File: src/rtl/rrle_pkg.sv
`timescale 1ns / 1ps

package rrle_pkg;

    // Default depth of the job queue between the front and the back.
    localparam int QUEUE_DEPTH = 4;

    // Pixels per run before a run is closed.
    localparam logic [7:0] RUN_MAX = 8'd128;

    // Header byte positions.
    localparam logic [5:0] HDR_FILE_START = 6'd0;
    localparam logic [5:0] HDR_PAGE_START = 6'd12;
    localparam logic [5:0] HDR_LAST       = 6'd43;

    // Pixel job steps: the row open byte, then run A, then run B.
    localparam logic [5:0] PIX_OPEN    = 6'd0;
    localparam logic [5:0] PIX_A_FIRST = 6'd1;
    localparam logic [5:0] PIX_A_LAST  = 6'd4;
    localparam logic [5:0] PIX_B_FIRST = 6'd5;
    localparam logic [5:0] PIX_B_LAST  = 6'd8;

    localparam logic [31:0] DPI_DEFAULT     = 32'd300;
    localparam logic [31:0] PAGES_SIMPLEX   = 32'd1;
    localparam logic [31:0] PAGES_DUPLEX    = 32'hFFFF_FFFF;
    localparam logic [7:0]  BITS_PER_PIXEL  = 8'd24;
    localparam logic [7:0]  COLORSPACE_SRGB = 8'd1;
    localparam logic [7:0]  MODE_SIMPLEX    = 8'd1;
    localparam logic [7:0]  MODE_TUMBLE     = 8'd2;
    localparam logic [7:0]  MODE_LONG_EDGE  = 8'd3;

    typedef enum logic [2:0] {
        CFG_ROW_WIDTH        = 3'd0,
        CFG_PAGE_HEIGHT      = 3'd1,
        CFG_RESOLUTION_DPI   = 3'd2,
        CFG_EMIT_FILE_HEADER = 3'd3,
        CFG_DUPLEX_MODE      = 3'd4,
        CFG_TUMBLE_MODE      = 3'd5
    } cfg_index_t;

    typedef struct packed {
        logic [15:0] row_width;
        logic [15:0] page_height;
        logic [31:0] resolution_dpi;
        logic        emit_file_header;
        logic        duplex_mode;
        logic        tumble_mode;
    } cfg_t;

    typedef enum logic [1:0] {
        JOB_HEADER = 2'd0,
        JOB_REJECT = 2'd1,
        JOB_PIXEL  = 2'd2
    } job_op_t;

    typedef struct packed {
        logic [7:0]  count;
        logic [23:0] colour;
    } run_t;

    typedef struct packed {
        job_op_t op;
        logic    row_open;
        logic    run_a_en;
        logic    run_b_en;
        run_t    run_a;
        run_t    run_b;
        logic    complete;
    } job_t;

    typedef struct packed {
        logic full;
        logic empty;
    } q_status_t;

    typedef enum logic {
        BK_START = 1'b0,
        BK_BUSY  = 1'b1
    } back_state_t;

    // One byte of the file and page header, by position in the 44-byte header.
    function automatic logic [7:0] hdr_byte(input logic [5:0] idx, input cfg_t cfg);
        logic [31:0] pages;
        logic [31:0] dpi;
        logic [7:0]  mode;
        logic [7:0]  b;
        pages = cfg.duplex_mode ? PAGES_DUPLEX : PAGES_SIMPLEX;
        dpi   = (cfg.resolution_dpi == 32'd0) ? DPI_DEFAULT : cfg.resolution_dpi;
        mode  = cfg.duplex_mode ? (cfg.tumble_mode ? MODE_TUMBLE : MODE_LONG_EDGE)
                                : MODE_SIMPLEX;
        case (idx) inside
            6'd0:  b = 8'h55;
            6'd1:  b = 8'h4E;
            6'd2:  b = 8'h49;
            6'd3:  b = 8'h52;
            6'd4:  b = 8'h41;
            6'd5:  b = 8'h53;
            6'd6:  b = 8'h54;
            6'd8:  b = pages[31:24];
            6'd9:  b = pages[23:16];
            6'd10: b = pages[15:8];
            6'd11: b = pages[7:0];
            6'd12: b = BITS_PER_PIXEL;
            6'd13: b = COLORSPACE_SRGB;
            6'd14: b = mode;
            6'd26: b = cfg.row_width[15:8];
            6'd27: b = cfg.row_width[7:0];
            6'd30: b = cfg.page_height[15:8];
            6'd31: b = cfg.page_height[7:0];
            6'd32: b = dpi[31:24];
            6'd33: b = dpi[23:16];
            6'd34: b = dpi[15:8];
            6'd35: b = dpi[7:0];
            default: b = 8'd0;
        endcase
        return b;
    endfunction

    // One byte of a pixel job, by step.
    function automatic logic [7:0] pix_byte(input logic [5:0] step, input job_t job);
        run_t       run;
        logic [7:0] b;
        run = (step >= PIX_B_FIRST) ? job.run_b : job.run_a;
        case (step) inside
            6'd1, 6'd5: b = run.count;
            6'd2, 6'd6: b = run.colour[23:16];
            6'd3, 6'd7: b = run.colour[15:8];
            6'd4, 6'd8: b = run.colour[7:0];
            default:    b = 8'd0;
        endcase
        return b;
    endfunction

endpackage

File: src/rtl/rrle_fifo.sv
`timescale 1ns / 1ps

module rrle_fifo
    import rrle_pkg::*;
#(
    parameter int DEPTH = QUEUE_DEPTH
) (
    input  logic      aclk,
    input  logic      aresetn,
    input  logic      push,
    input  job_t      push_job,
    input  logic      pop,
    output job_t      head_job,
    output q_status_t status
);

    localparam int PTR_W = (DEPTH > 1) ? $clog2(DEPTH) : 1;
    localparam int CNT_W = $clog2(DEPTH + 1);
    localparam logic [PTR_W-1:0] PTR_LAST = PTR_W'(DEPTH - 1);
    localparam logic [CNT_W-1:0] CNT_FULL = CNT_W'(DEPTH);

    job_t             mem_reg [DEPTH];
    logic [PTR_W-1:0] wr_ptr_reg, wr_ptr_next;
    logic [PTR_W-1:0] rd_ptr_reg, rd_ptr_next;
    logic [CNT_W-1:0] count_reg, count_next;
    logic             do_push, do_pop;

    assign status.full  = (count_reg == CNT_FULL);
    assign status.empty = (count_reg == '0);
    assign do_push      = push && !status.full;
    assign do_pop       = pop && !status.empty;
    assign head_job     = mem_reg[rd_ptr_reg];

    always_comb begin
        wr_ptr_next = wr_ptr_reg;
        rd_ptr_next = rd_ptr_reg;
        count_next  = count_reg;
        if (do_push) begin
            wr_ptr_next = (wr_ptr_reg == PTR_LAST) ? '0 : wr_ptr_reg + PTR_W'(1);
        end
        if (do_pop) begin
            rd_ptr_next = (rd_ptr_reg == PTR_LAST) ? '0 : rd_ptr_reg + PTR_W'(1);
        end
        if (do_push && !do_pop) begin
            count_next = count_reg + CNT_W'(1);
        end else if (do_pop && !do_push) begin
            count_next = count_reg - CNT_W'(1);
        end
    end

    always_ff @(posedge aclk) begin
        if (!aresetn) begin
            wr_ptr_reg <= '0;
            rd_ptr_reg <= '0;
            count_reg  <= '0;
        end else begin
            wr_ptr_reg <= wr_ptr_next;
            rd_ptr_reg <= rd_ptr_next;
            count_reg  <= count_next;
        end
    end

    always_ff @(posedge aclk) begin
        if (do_push) begin
            mem_reg[wr_ptr_reg] <= push_job;
        end
    end

endmodule

File: src/rtl/rrle_front.sv
`timescale 1ns / 1ps

module rrle_front
    import rrle_pkg::*;
(
    input  logic      aclk,
    input  logic      aresetn,
    input  cfg_t      cfg,
    input  logic      accept,
    input  logic      command,
    input  logic [7:0] red,
    input  logic [7:0] green,
    input  logic [7:0] blue,
    output logic      push,
    output job_t      job
);

    logic        page_open_reg, page_open_next;
    logic [15:0] column_count_reg, column_count_next;
    logic [15:0] row_count_reg, row_count_next;
    logic [7:0]  run_length_reg, run_length_next;
    logic [23:0] run_colour_reg, run_colour_next;

    logic [23:0] colour_in;
    logic [23:0] colour_new;
    logic [7:0]  length_new;
    logic [15:0] column_inc;

    assign colour_in  = {red, green, blue};
    assign column_inc = column_count_reg + 16'd1;

    always_comb begin
        page_open_next    = page_open_reg;
        column_count_next = column_count_reg;
        row_count_next    = row_count_reg;
        run_length_next   = run_length_reg;
        run_colour_next   = run_colour_reg;
        colour_new        = run_colour_reg;
        length_new        = run_length_reg;
        push              = 1'b0;
        job               = '0;
        job.op            = JOB_PIXEL;

        if (accept) begin
            if (command) begin
                job.op            = JOB_HEADER;
                job.complete      = (cfg.page_height == 16'd0);
                push              = 1'b1;
                page_open_next    = 1'b1;
                column_count_next = '0;
                row_count_next    = '0;
                run_length_next   = '0;
                run_colour_next   = '0;
            end else if (!page_open_reg || row_count_reg >= cfg.page_height) begin
                job.op       = JOB_REJECT;
                job.complete = page_open_reg;
                push         = 1'b1;
            end else begin
                if (column_count_reg == 16'd0) begin
                    job.row_open = 1'b1;
                    colour_new   = colour_in;
                    length_new   = 8'd1;
                end else if (colour_in == run_colour_reg && run_length_reg < RUN_MAX) begin
                    length_new = run_length_reg + 8'd1;
                end else begin
                    job.run_a_en = 1'b1;
                    job.run_a    = '{count: run_length_reg - 8'd1, colour: run_colour_reg};
                    colour_new   = colour_in;
                    length_new   = 8'd1;
                end
                column_count_next = column_inc;
                run_colour_next   = colour_new;
                run_length_next   = length_new;
                // The row closes on width reached, or on counter wrap.
                if (column_inc == 16'd0 || column_inc >= cfg.row_width) begin
                    job.run_b_en      = 1'b1;
                    job.run_b         = '{count: length_new - 8'd1, colour: colour_new};
                    column_count_next = '0;
                    run_length_next   = '0;
                    row_count_next    = row_count_reg + 16'd1;
                end
                job.complete = (row_count_next >= cfg.page_height);
                push         = job.row_open || job.run_a_en || job.run_b_en;
            end
        end
    end

    always_ff @(posedge aclk) begin
        if (!aresetn) begin
            page_open_reg    <= 1'b0;
            column_count_reg <= '0;
            row_count_reg    <= '0;
            run_length_reg   <= '0;
            run_colour_reg   <= '0;
        end else begin
            page_open_reg    <= page_open_next;
            column_count_reg <= column_count_next;
            row_count_reg    <= row_count_next;
            run_length_reg   <= run_length_next;
            run_colour_reg   <= run_colour_next;
        end
    end

endmodule

File: src/rtl/rrle_back.sv
`timescale 1ns / 1ps

module rrle_back
    import rrle_pkg::*;
(
    input  logic       aclk,
    input  logic       aresetn,
    input  cfg_t       cfg,
    input  job_t       head_job,
    input  q_status_t  q_status,
    output logic       pop,
    output logic       m_valid,
    input  logic       m_ready,
    output logic [7:0] m_data_byte,
    output logic       m_last,
    output logic       m_status,
    output logic       m_page_complete
);

    back_state_t state_reg, state_next;
    logic [5:0]  step_reg, step_next;
    logic        m_valid_reg, m_valid_next;
    logic [7:0]  m_data_byte_reg;
    logic        m_last_reg, m_status_reg, m_page_complete_reg;

    logic        emit;
    logic [5:0]  start_step;
    logic [5:0]  cur_step;
    logic [5:0]  last_step;
    logic [5:0]  adv_step;
    logic [7:0]  cur_byte;
    logic        cur_last;

    assign emit = !q_status.empty && (!m_valid_reg || m_ready);
    assign pop  = emit && cur_last;

    // Next state.
    always_comb begin
        state_next = state_reg;
        unique case (state_reg)
            BK_START: if (emit && !cur_last) state_next = BK_BUSY;
            BK_BUSY:  if (emit && cur_last)  state_next = BK_START;
            default:  state_next = BK_START;
        endcase
    end

    // Byte selection and step sequencing for the job at the queue head.
    always_comb begin
        start_step = PIX_OPEN;
        last_step  = PIX_OPEN;
        adv_step   = '0;
        cur_byte   = 8'd0;
        unique case (head_job.op)
            JOB_HEADER: begin
                start_step = cfg.emit_file_header ? HDR_FILE_START : HDR_PAGE_START;
                last_step  = HDR_LAST;
            end
            JOB_PIXEL: begin
                start_step = head_job.row_open ? PIX_OPEN :
                             (head_job.run_a_en ? PIX_A_FIRST : PIX_B_FIRST);
                last_step  = head_job.run_b_en ? PIX_B_LAST :
                             (head_job.run_a_en ? PIX_A_LAST : PIX_OPEN);
            end
            default: begin
                start_step = PIX_OPEN;
                last_step  = PIX_OPEN;
            end
        endcase

        cur_step = (state_reg == BK_BUSY) ? step_reg : start_step;
        cur_last = (cur_step == last_step);

        unique case (head_job.op)
            JOB_HEADER: begin
                cur_byte = hdr_byte(cur_step, cfg);
                adv_step = cur_step + 6'd1;
            end
            JOB_PIXEL: begin
                cur_byte = pix_byte(cur_step, head_job);
                adv_step = (cur_step == PIX_OPEN && !head_job.run_a_en) ? PIX_B_FIRST
                                                                        : cur_step + 6'd1;
            end
            default: begin
                cur_byte = 8'd0;
                adv_step = cur_step;
            end
        endcase

        step_next    = emit ? adv_step : step_reg;
        m_valid_next = emit ? 1'b1 : (m_ready ? 1'b0 : m_valid_reg);
    end

    always_ff @(posedge aclk) begin
        if (!aresetn) begin
            state_reg   <= BK_START;
            step_reg    <= '0;
            m_valid_reg <= 1'b0;
        end else begin
            state_reg   <= state_next;
            step_reg    <= step_next;
            m_valid_reg <= m_valid_next;
        end
    end

    always_ff @(posedge aclk) begin
        if (emit) begin
            m_data_byte_reg     <= cur_byte;
            m_last_reg          <= cur_last;
            m_status_reg        <= (head_job.op == JOB_REJECT);
            m_page_complete_reg <= head_job.complete;
        end
    end

    assign m_valid         = m_valid_reg;
    assign m_data_byte     = m_data_byte_reg;
    assign m_last          = m_last_reg;
    assign m_status        = m_status_reg;
    assign m_page_complete = m_page_complete_reg;

endmodule

File: src/rtl/raster_row_run_length_encoder.sv
`timescale 1ns / 1ps
// The first result byte of an item passes through the job queue and then the output register.
// Throughput: one input transfer per cycle while the job queue has room, and one result byte
// per cycle while the receiver is ready. An item has 1 to 8 bytes for a pixel, 32 or 44 for
// a start page. A pixel that only extends a run makes no bytes. The byte-wide output
// register sets the output rate. Reset is synchronous, active low: config returns to its
// defaults, the page closes and the job queue empties.

module raster_row_run_length_encoder
    import rrle_pkg::*;
#(
    parameter int QUEUE_DEPTH_P = QUEUE_DEPTH
) (
    input  logic        aclk,
    input  logic        aresetn,

    // Configuration write port.
    input  logic        cfg_wr_en,
    input  logic [2:0]  cfg_index,
    input  logic [31:0] cfg_wdata,

    // Input channel.
    input  logic        s_valid,
    output logic        s_ready,
    input  logic        s_command,
    input  logic [7:0]  s_red,
    input  logic [7:0]  s_green,
    input  logic [7:0]  s_blue,

    // Result channel.
    output logic        m_valid,
    input  logic        m_ready,
    output logic [7:0]  m_data_byte,
    output logic        m_last,
    output logic        m_status,
    output logic        m_page_complete
);

    // The front end tracks the page, row and run state and turns every input transfer
    // into at most one job: a header job, a reject job or a pixel job that carries the
    // row open flag and up to two closed runs. Pixels that only extend a run make no job.
    // The back end walks the job at the queue head into the output register one byte per cycle
    // while the receiver is ready, so the front keeps taking pixels while long headers drain.

    cfg_t      cfg_reg, cfg_next;
    job_t      front_job;
    job_t      head_job;
    logic      front_push;
    logic      back_pop;
    logic      s_accept;
    q_status_t q_status;

    assign s_ready  = !q_status.full;
    assign s_accept = s_valid && s_ready;

    // Configuration registers; indexes past the list are ignored.
    always_comb begin
        cfg_next = cfg_reg;
        if (cfg_wr_en) begin
            unique case (cfg_index)
                CFG_ROW_WIDTH:        cfg_next.row_width        = cfg_wdata[15:0];
                CFG_PAGE_HEIGHT:      cfg_next.page_height      = cfg_wdata[15:0];
                CFG_RESOLUTION_DPI:   cfg_next.resolution_dpi   = cfg_wdata;
                CFG_EMIT_FILE_HEADER: cfg_next.emit_file_header = cfg_wdata[0];
                CFG_DUPLEX_MODE:      cfg_next.duplex_mode      = cfg_wdata[0];
                CFG_TUMBLE_MODE:      cfg_next.tumble_mode      = cfg_wdata[0];
                default:              cfg_next = cfg_reg;
            endcase
        end
    end

    always_ff @(posedge aclk) begin
        if (!aresetn) begin
            cfg_reg.row_width        <= 16'd1;
            cfg_reg.page_height      <= 16'd1;
            cfg_reg.resolution_dpi   <= DPI_DEFAULT;
            cfg_reg.emit_file_header <= 1'b1;
            cfg_reg.duplex_mode      <= 1'b0;
            cfg_reg.tumble_mode      <= 1'b0;
        end else begin
            cfg_reg <= cfg_next;
        end
    end

    rrle_front u_front (
        .aclk    (aclk),
        .aresetn (aresetn),
        .cfg     (cfg_reg),
        .accept  (s_accept),
        .command (s_command),
        .red     (s_red),
        .green   (s_green),
        .blue    (s_blue),
        .push    (front_push),
        .job     (front_job)
    );

    // A push only happens on an input transfer, which requires a free entry.
    rrle_fifo #(
        .DEPTH (QUEUE_DEPTH_P)
    ) u_queue (
        .aclk     (aclk),
        .aresetn  (aresetn),
        .push     (front_push),
        .push_job (front_job),
        .pop      (back_pop),
        .head_job (head_job),
        .status   (q_status)
    );

    rrle_back u_back (
        .aclk            (aclk),
        .aresetn         (aresetn),
        .cfg             (cfg_reg),
        .head_job        (head_job),
        .q_status        (q_status),
        .pop             (back_pop),
        .m_valid         (m_valid),
        .m_ready         (m_ready),
        .m_data_byte     (m_data_byte),
        .m_last          (m_last),
        .m_status        (m_status),
        .m_page_complete (m_page_complete)
    );

    // A rejected pixel yields exactly one zero byte.
    a_reject_single: assert property (@(posedge aclk) disable iff (!aresetn)
        (m_valid && m_status) |-> (m_last && m_data_byte == 8'd0))
        else $error("reject result is not a single zero byte");

    // A start-page transfer always leaves a job queued behind it.
    a_header_queued: assert property (@(posedge aclk) disable iff (!aresetn)
        (s_accept && s_command) |=> !q_status.empty)
        else $error("start page produced no queued job");

    // The back end only pops while it presents a new byte.
    a_pop_with_byte: assert property (@(posedge aclk) disable iff (!aresetn)
        back_pop |=> (m_valid && m_last))
        else $error("job popped without its last byte");

endmodule

File: config.mk
export PLATFORM = sky130hd
export DESIGN_NAME = raster_row_run_length_encoder
export DESIGN_NICKNAME = d
export VERILOG_FILES = /design/src/rtl/rrle_pkg.sv /design/src/rtl/rrle_fifo.sv /design/src/rtl/rrle_front.sv /design/src/rtl/rrle_back.sv /design/src/rtl/raster_row_run_length_encoder.sv
export SDC_FILE = /design/constraint.sdc
export NUM_CORES = 1
export LEC_CHECK = 0
export CAP_MARGIN = 25
export CORE_MARGIN = 3
export CORE_UTILIZATION = 45
export CTS_CLUSTER_SIZE = 25
export DETAILED_ROUTE_END_ITERATION = 8
export DONT_BUFFER_PORTS = 1
export PLACE_DENSITY = 0.62
export SKIP_LAST_GASP = 1
export SLEW_MARGIN = 5
export SYNTH_ARGS = -nofsm -noshare
export SYNTH_HDL_FRONTEND = slang
export SYNTH_HIERARCHICAL = 1
export SYNTH_SLANG_ARGS = --single-unit
export TNS_END_PERCENT = 1
File: constraint.sdc
create_clock -name aclk -period 5.8 [get_ports aclk]
set_clock_uncertainty 0.05 [all_clocks]
set_input_delay 0.87 -clock aclk [delete_from_list [all_inputs] [get_ports aclk]]
set_output_delay 0.87 -clock aclk [all_outputs]
set_load 0.01 [all_outputs]
==> results.toml, run 1 <==
[critical_path]
worstPathArrival_ns = 5.80
crit_type = "flip-flop to flip-flop"
startpoint_type = "flip-flop"
end_kind = "flip-flop"
required_ns = 6.28
crit_fanout = 9
reg2regPathDepth = 18

[cts]
cts_post_setup_buffers_inserted = 0
clk_pin_slew_ns = 0.06
clockBufferDepth = 3
numCtsBuffers = 46
cts_sinks = 440
cts_tree = "done"
cts_resized = 0
insertion_delay_ns = 0.61
postCtsHoldBufs = 0
cts_max_level = 2
root_buffer = "clkbuf_16"

[synthesis]
yosysTopAreaCell = "edfxtp_1"
synth_flop_cell = "edfxtp_1"
synth_common_cells = "edfxtp_1 (291), nand2_1 (225), dfxtp_1 (149)"
synth-edff-count = 291
netlist_area_sq_um = 22200
yosys_warnings = 6
yosys_register_bits = 440
ys_seq_area_frac = 0.529
synth.avg_cell_area_sq_um = 11.7
synth_top_area_frac = 0.394
synth.net_count = 2024
synthMostInstantiatedCell = "edfxtp_1"
synth.area.top_cells = "edfxtp_1 (39%), dfxtp_1 (13%), mux4_2 (7.1%)"
synthArstFlopShare = 0
synthCells = 1892
yosysUniqueCellTypes = 95

[sta]
final.setup.tns_ns = 0
fmax_ghz = 0.188
hold_violations = 0
setup_viol = 0
worst_slack_ns = 0.484
finalCritPeriodShare = 0.917
min_period_ns = 5.32
max-slew-margin-rel = 0.289
drv_slew = 0
worst_pin_slew_ns = 1.07
rsz0062_at_grt = "false"

[power_and_ir_drop]
p_sw_frac = 0.311
p_seq_frac = 0.427
comb_power_share = 0.246
clkPwrFrac = 0.328
power_density_nw_per_um2 = 378
internal_power_uw = 6340
power.leakage_uw = 0.00846
vdd_ir_drop_max_uv = 236
power_switching_uw = 2860

[floorplanning]
rows = 80
die_w_um = 228
die_area_sq_um = 51900
num_io_pins = 78
core-area_sq_um = 48100
start_util = 0.460
die_h_um = 228

[placed_design]
gp_congestion = 0.905
place_worst_setup_slack_ns = 0.462
io_buffers = 0
hpwl_um = 40300

[grt]
grt_pass1_wl_um = 91300
overflow = 0
grt_pass1_vias = 14900
grt_max_degree = 137
antenna_found_initial = 1
grt_usage = 0.224

[finish]
layout.nets = 1991
drive_gt1_frac = 0.116
largest_reg_flops = 280
area.growth.synth_to_final_pct = 9.66

[run]
drv_cap = 0

[detailed_routing]
routed_wl_um = 58800
dr.pass1.iters = 5
routed_via_density = 5.98
route.detailed.drc = 0
drt_iter0_markers = 1331
num_vias = 15300
ant_nets = 0
drt-wirelength-per-cell_um = 23.0

[run_status]
status = "finished clean"

[worst_hold_path]
hp-class = "input pin to flip-flop"
hold_depth = 1
-- stage by stage --
stage / hold slack [ns] / area (sq um) / std cells / utilization / power [uW]
2_1_floorplan: 0.389 / 22200 / 1892 / - / 5590
3_3_place_gp: 0.414 / 22700 / 2467 / 0.472 / 6220
3_5_place_dp: 0.415 / 22700 / 2467 / 0.472 / 6240
4_1_cts: 0.317 / 24300 / 2553 / 0.505 / 9260
5_1_grt: 0.347 / 24300 / 2554 / 0.505 / 9600
6_report: 0.357 / 24300 / 2555 / 0.505 / 9200
-- power groups by stage --
stage               combinational [uW]  sequential (uW)  clock, uW
floorplan                         1660             3940          0
detailed placement                2240             3990          0
global route                      2440             3960       3200
CTS                               2260             3930       3080
global placement                  2240             3980          0
finish                            2260             3920       3010
-- final cells by class --
type / count / area, sq um
fill: 4183 / 23900
sequential: 440 / 11700
multi-input combinational: 1271 / 9570
clock buffer: 61 / 1270
tap: 656 / 821
timing repair buffer: 36 / 370
clock inverter: 25 / 295
inverter: 64 / 240
antenna: 2 / 5.00
-- final timing paths --
kind                            slack, ns                                end                                      from
worst min-delay path                 0.36  u_queue/count_reg[1]$_SDFFE_PN0P_                                   aresetn
worst min register to register       0.43            cfg_reg[0]$_SDFFE_PN0P_                   cfg_reg[0]$_SDFFE_PN0P_
worst max-delay path                 0.48  u_queue/count_reg[2]$_SDFFE_PN0P_  u_front/column_count_reg[0]$_SDFFE_PN0P_
worst max register to register       0.48  u_queue/count_reg[2]$_SDFFE_PN0P_  u_front/column_count_reg[0]$_SDFFE_PN0P_
-- cell families after synthesis --
logic type                 share of synthesized area
buffers and inverters                         0.0410
DFF                                            0.529
muxes                                          0.109
and+or+nand+nor                                0.147
adders and majority gates                     0.0382
AOI/OAI and AO/OA                              0.107
xor gates and xnor gates                      0.0296
-- layout by cell type, fill, tap and decap left out, types with 8 or more instances in the layout --
master,Yosys,final
nand2b_1,16,16
dfxtp_1,149,147
ha_1,66,66
mux4_2,70,70
nor4_1,23,23
a31oi_1,33,33
o21ai_1,14,14
clkinv_1,1,9
mux2i_1,82,82
xnor2_1,42,42
nand4_1,27,27
a221oi_1,11,11
or3_1,8,8
nand2_1,225,225
nor2b_1,33,33
a22oi_1,30,30
inv_1,60,60
o221ai_1,8,8
xor2_1,33,33
a21o_1,20,20
edfxtp_1,291,291
o21ai_0,54,54
and3_1,12,12
buf_12,8,8
clkinv_2,0,8
a211oi_1,11,11
and2_1,65,61
nor2_1,102,101
o21a_1,8,8
nor3_1,27,27
clkbuf_16,0,46
clkbuf_1,62,9
a21oi_1,69,67
buf_4,8,28
o211ai_1,11,11
nand3_1,41,41
-- per-layer routing --
layer | vias to the layer above | routed length [um] | GRT usage
li1 | 7023 | - | -
met1 | 7598 | 25300 | 0.312
met2 | 562 | 28200 | 0.366
met3 | 105 | 3750 | 0.0357
met4 | 0 | 1510 | 0.0627
met5 | - | 0 | 0
-- critical path: stages, from the launching register on --
cell and delay, ns:
dfxtp_1 0.48, ha_1 0.34, nand4_2 0.29, nor3_4 0.34
nand3_1 0.18, xor2_1 0.25, inv_1 0.07, ha_1 0.27
nand4_1 0.14, o21ai_2 0.63, nor4b_4 0.19, a31oi_1 0.46
nor2b_1 0.25, ha_1 0.21, inv_1 0.07, fa_1 0.37
xor2_1 0.16, or3_1 0.30, a21boi_0 0.19
Power figures use the tool's default switching activity.
==> run 2: changes to the inputs <==
BUFFER_PORTS_ARGS = -buffer_cell sky130_fd_sc_hd__buf_4   (was unset)
CTS_BUF_LIST = sky130_fd_sc_hd__clkbuf_4   (was unset)
DONT_BUFFER_PORTS = unset   (was 1)
PLACE_DENSITY = 0.63   (was 0.62)
==> results.toml, run 2 (same netlist as run 1, synthesis figures left out) <==
[cts]
insertion_delay_ns = 0.87
postCtsHoldBufs = 0
numCtsBuffers = 112
clk_pin_slew_ns = 0.06
cts_tree = "done"
cts_post_setup_buffers_inserted = 0
cts_max_level = 3
cts_resized = 0
cts_sinks = 440
clockBufferDepth = 3
root_buffer = "clkbuf_4"

[finish]
area.growth.synth_to_final_pct = 12.2
largest_reg_flops = 280
final_common_cell = "edfxtp_1"
layout.nets = 2139
drive_gt1_frac = 0.204
layout_common_cells = "edfxtp_1 (291), nand2_1 (225), clkbuf_4 (184)"

[sta]
worst_pin_slew_ns = 1.03
drv_slew = 0
setup_viol = 0
worst_slack_ns = 0.499
final.setup.tns_ns = 0
rsz0062_at_grt = "false"
fmax_ghz = 0.189
min_period_ns = 5.30
max-slew-margin-rel = 0.311
finalCritPeriodShare = 0.914
hold_violations = 0

[placed_design]
gp_congestion = 0.916
io_buffers = 77
hpwl_um = 39800
place_worst_setup_slack_ns = 0.511

[critical_path]
end_kind = "flip-flop"
critPathTopFamily = "simple AND/OR/NAND/NOR gates"
startpoint_type = "flip-flop"
crit_path_cell_trace = "ha_1 -> nand4_2 -> nor3_4 -> nand3_1 -> xor2_1 -> inv_1 -> ha_1 -> a21o_1 -> a21o_1 -> a21oi_1 -> o21ai_2 -> nor4b_4 -> a31oi_1 -> nor2b_1 -> buf_4 -> ha_1 -> inv_1 -> fa_1 -> xor2_1 -> or3_1 -> a21boi_0"
required_ns = 6.49
cp_num_buf_inv = 3
crit_fanout = 9
worstPathArrival_ns = 5.99
cp_slowest_stage_delay_ns = 0.62
critPathMostFrequentCell = "ha_1"
crit_type = "flip-flop to flip-flop"
cp_slowest_cell = "nor4b_4"

[power_and_ir_drop]
vdd_ir_drop_max_uv = 188
power_uw = 9060
power_switching_uw = 2930
comb_power_share = 0.270
internal_power_uw = 6140
power_density_nw_per_um2 = 365
p_seq_frac = 0.430
power.leakage_uw = 0.00901
clkPwrFrac = 0.300
p_sw_frac = 0.323

[floorplanning]
rows = 80
start_util = 0.460
num_io_pins = 78
die_w_um = 228
die_h_um = 228
core-area_sq_um = 48100
die_area_sq_um = 51900

[run]
drv_cap = 0

[detailed_routing]
num_vias = 15900
drt_iter0_markers = 1450
ant_nets = 0
route.detailed.drc = 0
dr.pass1.iters = 6
routed_via_density = 5.79
routed_wl_um = 59600
drt-wirelength-per-cell_um = 21.6

[grt]
grt_usage = 0.227
antenna_found_initial = 3
overflow = 0
grt_max_degree = 95
grt_pass1_vias = 15800
grt_pass1_wl_um = 92700

[worst_hold_path]
hp-class = "input pin to flip-flop"

[run_status]
status = "finished clean"
run 2: changes by cell type in the layout (fill, tap and decap cells not counted), moves of 5 or more:
cell / before / now
clkbuf_8: 6 / 0
clkbuf_16: 46 / 0
clkinv_2: 8 / 3
clkbuf_1: 9 / 0
clkbuf_4: 0 / 184
buf_4: 28 / 109
run 2: tightest hold or removal path: stages:
cell	delay [ns]
buf_4	0.08
nor2b_1	0.03
mux2i_1	0.11
run 2: area by class of cell:
cell class | instances | area [sq um]
fillers | 4249 | 23300
flip-flops and latches | 440 | 11700
multi-input cells | 1271 | 9570
clock buffers | 184 | 1380
repair buffers | 118 | 1000
well taps | 656 | 821
inverters | 64 | 240
clock inverters | 19 | 114
diodes | 4 | 10.0
run 2: layer usage:
metal  up-vias  GRT usage  wire, um
met1      7840      0.307     25600
met2       611      0.364     28400
met4         2     0.0817      1550
met5         -          0         3
met3       101     0.0458      4000
li1       7392          -         -
run 2: path summary, 6_finish.rpt:
kind / from / end / slack [ns] / cells after the start
hold / removal: cfg_wdata[3] / cfg_reg[6]$_SDFFE_PN1P_ / 0.22 / 3
hold reg to reg: cfg_reg[18]$_SDFFE_PN0P_ / cfg_reg[18]$_SDFFE_PN0P_ / 0.43 / 2
setup reg to reg: u_front/column_count_reg[0]$_SDFFE_PN0P_ / u_queue/count_reg[2]$_SDFFE_PN0P_ / 0.50 / 21
setup / recovery: u_front/column_count_reg[0]$_SDFFE_PN0P_ / u_queue/count_reg[2]$_SDFFE_PN0P_ / 0.50 / 21
run 2: power groups by stage:
stage	Sequential (uW)	Clock [uW]	Combinational, uW
floorplan	3940	0	1660
global placement	3940	0	2410
detailed placement	3960	0	2420
CTS	3900	2800	2430
global route	3930	2990	2650
finish	3900	2720	2450
run 2: stage by stage:
stage               cells   util  cell area, sq um  hold slack, ns
floorplan            1892      -             22200           0.389
global placement     2547  0.484             23300           0.411
detailed placement   2547  0.484             23300           0.418
CTS                  2750  0.515             24800           0.134
global route         2756  0.516             24900           0.132
finish               2756  0.516             24900           0.223
